==> src/assert_macros.svh <==
// assertion macros shared by the list engine rtl
// no dependencies
`ifndef ASSERT_MACROS_SVH
`define ASSERT_MACROS_SVH

// concurrent check: property holds at every edge outside reset
`define PLM_ASSERT(lbl, clk, rst_n, prop, msg) \
	lbl: assert property (@(posedge clk) disable iff (!rst_n) prop) else $error(msg);

// check that a condition implies a property on the next edge
`define PLM_ASSERT_NEXT(lbl, clk, rst_n, cond, prop, msg) \
	lbl: assert property (@(posedge clk) disable iff (!rst_n) (cond) |=> (prop)) \
		else $error(msg);

`endif

==> src/plm_pkg.sv <==
// types and constants of the positional list engine
// no dependencies
`default_nettype none

package plm_pkg;

	localparam int DATA_W = 32;
	localparam int IDX_W = 7;
	localparam int RESULT_LIMIT = 32;
	localparam logic [DATA_W-1:0] EMPTY_ELEMENT = '1;

	typedef enum logic [2:0] {
		MODE_INSERT  = 3'd0,
		MODE_DELETE  = 3'd1,
		MODE_DUMP    = 3'd2,
		MODE_MOVE    = 3'd3,
		MODE_REVERSE = 3'd4,
		MODE_ROTL    = 3'd5,
		MODE_ROTR    = 3'd6
	} mode_t;

	typedef struct packed {
		logic [2:0]        mode;
		logic signed [31:0] value;
		logic [5:0]        position;
		logic [4:0]        target_position;
	} cmd_t;

	typedef struct packed {
		logic signed [31:0] element;
		logic              is_last;
		logic              list_empty;
	} rsp_t;

	typedef enum logic [1:0] {
		CELL_HOLD,
		CELL_SHL,
		CELL_SHR
	} cell_op_t;

	typedef struct packed {
		cell_op_t          op;
		logic [IDX_W-1:0]  lo;
		logic [IDX_W-1:0]  hi;
	} cell_ctl_t;

	typedef enum logic [2:0] {
		ST_IDLE,
		ST_DIV,
		ST_ROT,
		ST_REV,
		ST_DUMP
	} state_t;

endpackage

`default_nettype wire

==> src/plm_cell.sv <==
// one entry of the sequence chain: holds a value, takes a neighbor or the head value
// depends on plm_pkg
`default_nettype none

module plm_cell #(
	parameter int IDX = 0
) (
	input  logic                     clk,
	input  plm_pkg::cell_ctl_t       ctl,
	input  logic [plm_pkg::DATA_W-1:0] left,
	input  logic [plm_pkg::DATA_W-1:0] right,
	input  logic [plm_pkg::DATA_W-1:0] head,
	output logic [plm_pkg::DATA_W-1:0] data
);
	import plm_pkg::*;

	localparam logic [IDX_W-1:0] ME = IDX_W'(IDX);

	logic [DATA_W-1:0] data_q, data_d;

	always_comb begin
		data_d = data_q;
		unique case (ctl.op)
			CELL_HOLD: ;
			// range moves one place toward the low end, head lands at hi
			CELL_SHL: begin
				if (ME == ctl.hi) data_d = head;
				else if (ME >= ctl.lo && ME < ctl.hi) data_d = right;
			end
			// range moves one place toward the high end, head lands at lo
			CELL_SHR: begin
				if (ME == ctl.lo) data_d = head;
				else if (ME > ctl.lo && ME <= ctl.hi) data_d = left;
			end
			default: ;
		endcase
	end

	always_ff @(posedge clk) begin
		data_q <= data_d;
	end

	assign data = data_q;

endmodule

`default_nettype wire

==> config.mk <==
export PLATFORM = sky130hd
export DESIGN_NAME = plm_cell
export DESIGN_NICKNAME = d
export VERILOG_FILES = /design/src/assert_macros.svh /design/src/plm_pkg.sv /design/src/plm_cell.sv
export SDC_FILE = /design/constraint.sdc
export NUM_CORES = 1
export LEC_CHECK = 0
export BUFFER_PORTS_ARGS = -buffer_cell sky130_fd_sc_hd__buf_2
export CORE_AREA = 2 2 75 62
export CTS_CLUSTER_SIZE = 16
export DETAILED_ROUTE_END_ITERATION = 6
export DIE_AREA = 0 0 77 64
export PLACE_DENSITY = 0.92
export SLEW_MARGIN = 10
export SYNTH_ARGS = -nofsm -noshare
export SYNTH_HDL_FRONTEND = slang
export SYNTH_SLANG_ARGS = --single-unit
export TNS_END_PERCENT = 30
==> constraint.sdc <==
create_clock -name clk -period 5.04 [get_ports clk]
set_clock_uncertainty 0.1 [all_clocks]
set_input_delay 0.504 -clock clk [delete_from_list [all_inputs] [get_ports clk]]
set_output_delay 0.504 -clock clk [all_outputs]
set_load 0.005 [all_outputs]
# Word-level counts from Yosys, hierarchy flattened
# Cells that the tools add are included.
totals:
  reg_bits: 32
  in_bits: 113
  output_inout_bits: 32
  wordCells: 20
op_classes:
  n_lt_le_gt_ge: 4
  n_eq_ne: 4
  muxes: 5
  n_reduce_logical: 6
op_table:
  columns: ["operator", "n"]
  rows:
  - ["32-bit two-way mux", 4]
  - ["32-bit one-hot mux with 2 select lines", 1]
  - ["7-bit logical NOT", 2]
  - ["1-bit by 7-bit >= comparator with 1-bit output (first input constant)", 1]
  - ["1-bit by 7-bit greater-than comparator with 1-bit output (first input constant)", 1]
  - ["1-bit by 7-bit less-or-equal comparator with 1-bit output (first input constant)", 1]
  - ["1-bit by 7-bit less-than comparator with 1-bit output (first input constant)", 1]
  - ["3-bit != test (second input constant)", 2]
  - ["3-bit AND reduction", 1]
  - ["2-bit by 1-bit == test with 1-bit output (second input constant)", 1]
  - ["2-bit == test (second input constant)", 1]
  - ["1-bit logical AND", 2]
  - ["2-bit nonzero test", 1]

# Logic depth before layout (Yosys ltp)
logic_depth:
  ltp_word: 5
  mapped_depth: 5
  ltp_nobuf: 4

# Worst setup path after synthesis
# OpenSTA, ideal clock, no wires.
synth_path:
  kind: "input to register"
  from: "in ctl[10] (netlist bit)"
  to: "reg data_q[0] (netlist: data[0]), enable pin"
  setup_ns: 0.428
  arrival_ns: 2.853
  setup_slack_ns: 1.659
  cell_stages: 3
  n_path_buf: 0
  path_cell_list: "or4_4 -> or2_1 -> o21bai_1"
synth_between:
  elab_chain_cells: 4
  word_cells_on_any_way: 8
  classes_between: "order compare (2); eq/ne (2); reduce/logical (4)"
synth_rtl:
  columns: ["item", "line", "rtl"]
  rows:
  - ["from (decl)", "plm_cell.sv:9", "input plm_pkg::cell_ctl_t ctl,"]
  - ["1-bit by 7-bit greater-than comparator with 1-bit output / 1-bit by 7-bit >= comparator with 1-bit output (equally long branches)", "plm_cell.sv:33, plm_cell.sv:28", null]
  - ["1-bit logical AND (on tied branches)", "plm_cell.sv:33, plm_cell.sv:28", null]
  - ["3-bit != test (no source line)", null, null]
  - ["3-bit AND reduction (no source line) (*)", null, null]
  - ["to (signal assigned)", "plm_cell.sv:40", "data_q <= data_d;"]
  - ["to (decl)", "plm_cell.sv:19", "logic [DATA_W-1:0] data_q, data_d;"]
# Every way passes the cells marked *; elsewhere a longest branch is shown, timed or not.
# A chain may end at the register's enable or synchronous reset.

# Worst setup path after layout
layout_path:
  from: "in ctl[2] (netlist bit)"
  to: "reg data_q[16] (netlist: data[16]) (data pin)"
layout_between:
  elab_chain_cells: 3
layout_rtl:
  columns: ["item", "line", "rtl"]
  rows:
  - ["7-bit logical NOT", "plm_cell.sv:27", "if (ME == ctl.hi) data_d = head;"]
  - ["32-bit two-way mux", "plm_cell.sv:27", null]
  - ["32-bit one-hot mux with 2 select lines", "plm_cell.sv:23", "unique case (ctl.op)"]
  - ["via data_d[16]", "plm_cell.sv:19", null]
# The timed path passes the listed nets, and every way through them passes these cells.

==> flow_summary.toml <==
[placed_design]
place_hpwl_um = 3350
placed_cell_area_um2 = 2430
pre_cts_slack_ns = 1.99
globalplace.congestion = 0.712
dp.cells = 343
io_buffer_count = 144

[yosys]
seq_area_frac_synth_pct = 57.9
synth_nets = 262
synth.distinct_cells = 17
synth_seq_cells = 32
avgSynthCellArea_um2 = 11.1
synth.cell_area_um2 = 1660
syn-instance-count = 149
ys_warn_count = 0

[clock_tree]
cts_setup_buffers = 0
cts_tree = "yes"
clkTransAtPathRegs_ns = 0.06
cts_buffers = 5
root_buffer = "clkbuf_8"
hold_buffers = 0
htreeDepth = 2
clkSinkCount = 32
post_cts_resized = 0
cts.path.max_buffers = 2

[critical_path]
required_ns = 4.92
cp.arrival_ns = 2.62
criticalPathCategory = "in -> reg"
slowest_stage = "mux2i_4"
path_cells = "buf_2, or4_4, or4_4, mux2i_4, a21oi_1"
crit_path_end_kind = "register"
slowest_delay_ns = 0.83
crit_fanout = 32
cpMostUsedCell = "or4_4"
setup.worst_path.start_class = "input pin"

[routing]
wl_per_cell_um = 12.4
drt-initial-drc-count = 55
drtPass1Iterations = 4
drc = 0
routed_wl_um = 4340
vias = 1678
vias_per_cell = 4.78
postRouteAntennaNets = 0

[global_routing]
grt_max_degree = 33
antenna_found_initial = 0
grt_pass1_wl_um = 6770
grt_usage_pct = 17.5
grt_pass1_vias = 1633
grt_overflow = 0

[layout]
nets = 406
fill_cells = 354
final_area_um2 = 2530
multi_input_area_um2 = 541
final_cells = 351
final_util_pct = 61.1
drive_above_1_share_pct = 57.5
areaGrowthSynthToFinish_pct = 52.8
antenna_cells = 0
seq_area_um2 = 961
largest_reg_flops = 32

[timing]
fin_crit_sh_pct = 54.4
timing.final.ws_setup_ns = 2.30
rsz0062_at_grt = "no"
min_period_ns = 2.74
setup_viol = 0
tightestPinTransition_ns = 1.09
max_freq_mhz = 365
setup_tns_ns = 0
slew_violations = 0
hold_viol = 0
max_slew_margin_pct = 26.1

[floorplan]
die_h_um = 64
core_um2 = 4150
row_count = 21
fp.dieW_um = 77
initial_utilization_pct = 40.0
dieArea_um2 = 4930
io_pins = 145

[worst_hold_path]
worstHoldPathType = "in -> reg"
holdPathStages = 3
whs_endpoint = "data[9]"
hp-start = "head[9]"

[pwr]
p_leak_nw = 1.24
peakVddDrop_v = 0.000160
powerDensity_nw_per_um2 = 245

[status]
status = "finished, final reports clean"

[run]
drv_cap = 0
[worst max-delay path, delay by kind of cell]
kind            cells  cell delay (ns)
buf+inv             1             0.10
compound gates      1             0.19
simple gates        2             0.99
mux                 1             0.83
[cells by family (layout without fill, tap and decap cells)]
logic type             count (synthesis)  in the layout  synth area share [%]
AOI/OAI and AO/OA                     68             68                  25.9
buffers and inverters                 41            186                  11.1
DFF                                   32             32                  57.9
and+or+nand+nor                        7              7                  3.70
muxes                                  1              1                  1.36
[stage by stage]
stage | power, mW | hold WS [ns]
floorplan | 0.346 | 0.632
global placement | 0.395 | 0.719
detailed placement | 0.399 | 0.727
CTS | 0.632 | 0.437
global route | 0.652 | 0.448
finish | 0.622 | 0.446
[final cells by class]
| type | instances | area share [%] |
|---|---|---|
| clock buffers | 5 | 2.71 |
| clock inverters | 3 | 1.48 |
| inverters | 32 | 4.74 |
| multi-input cells | 76 | 21.3 |
| flip-flops and latches | 32 | 37.9 |
| well taps | 57 | 2.81 |
| repair buffers | 146 | 29.0 |
[power breakdown]
group	internal [mW]	switching [mW]	total, mW	leakage (nW)
Combinational	0.0536	0.0415	0.0951	0.893
Clock	0.144	0.0853	0.229	0.0532
Sequential	0.297	0.000330	0.298	0.295
Total	0.495	0.127	0.622	1.24
[worst max-delay path by stage]
stage	startpoint	end	cells past startpoint
after floorplan	ctl[10]	data[0]	3
after global placement	ctl[2]	data[5]	5
after detailed placement	ctl[2]	data[16]	5
after CTS	ctl[2]	data[16]	5
after global routing	ctl[2]	data[16]	5
final	ctl[2]	data[16]	5
[synth_stat cells]
master / n / share of area [%]
mux2i_4: 1 / 1.4
buf_2: 3 / 0.90
buf_8: 1 / 0.90
nand2b_1: 1 / 0.38
edfxtp_1: 32 / 58
buf_6: 2 / 1.4
inv_1: 32 / 7.2
a21oi_1: 24 / 7.2
o22ai_1: 32 / 12
o41ai_2: 1 / 0.98
a21oi_2: 9 / 4.8
clkbuf_1: 3 / 0.68
or3_2: 1 / 0.45
o21bai_1: 2 / 0.90
or4_4: 3 / 2.0
or2_1: 1 / 0.38
or2b_1: 1 / 0.45
[routing by layer]
| layer | wire, µm | global-route usage (%) | up-vias |
|---|---|---|---|
| li1 | - | - | 840 |
| met3 | 559 | 6.92 | 2 |
| met2 | 2160 | 33.6 | 99 |
| met5 | 0 | 0 | - |
| met1 | 1610 | 18.1 | 737 |
| met4 | 10 | 4.02 | 0 |
[cell usage in the layout (no fill, tap or decap)]
cell type	instances
a21oi_1	24
a21oi_2	9
buf_2	144
buf_4	2
bufinv_16	1
clkbuf_8	5
clkinv_1	2
edfxtp_1	32
inv_1	32
mux2i_4	1
nand2b_1	1
o21bai_2	1
o21bai_4	1
o22ai_1	32
o41ai_4	1
or2_1	1
or2b_1	1
or3_2	1
or4_4	3
Note: power is estimated with default switching activity, not from simulation.
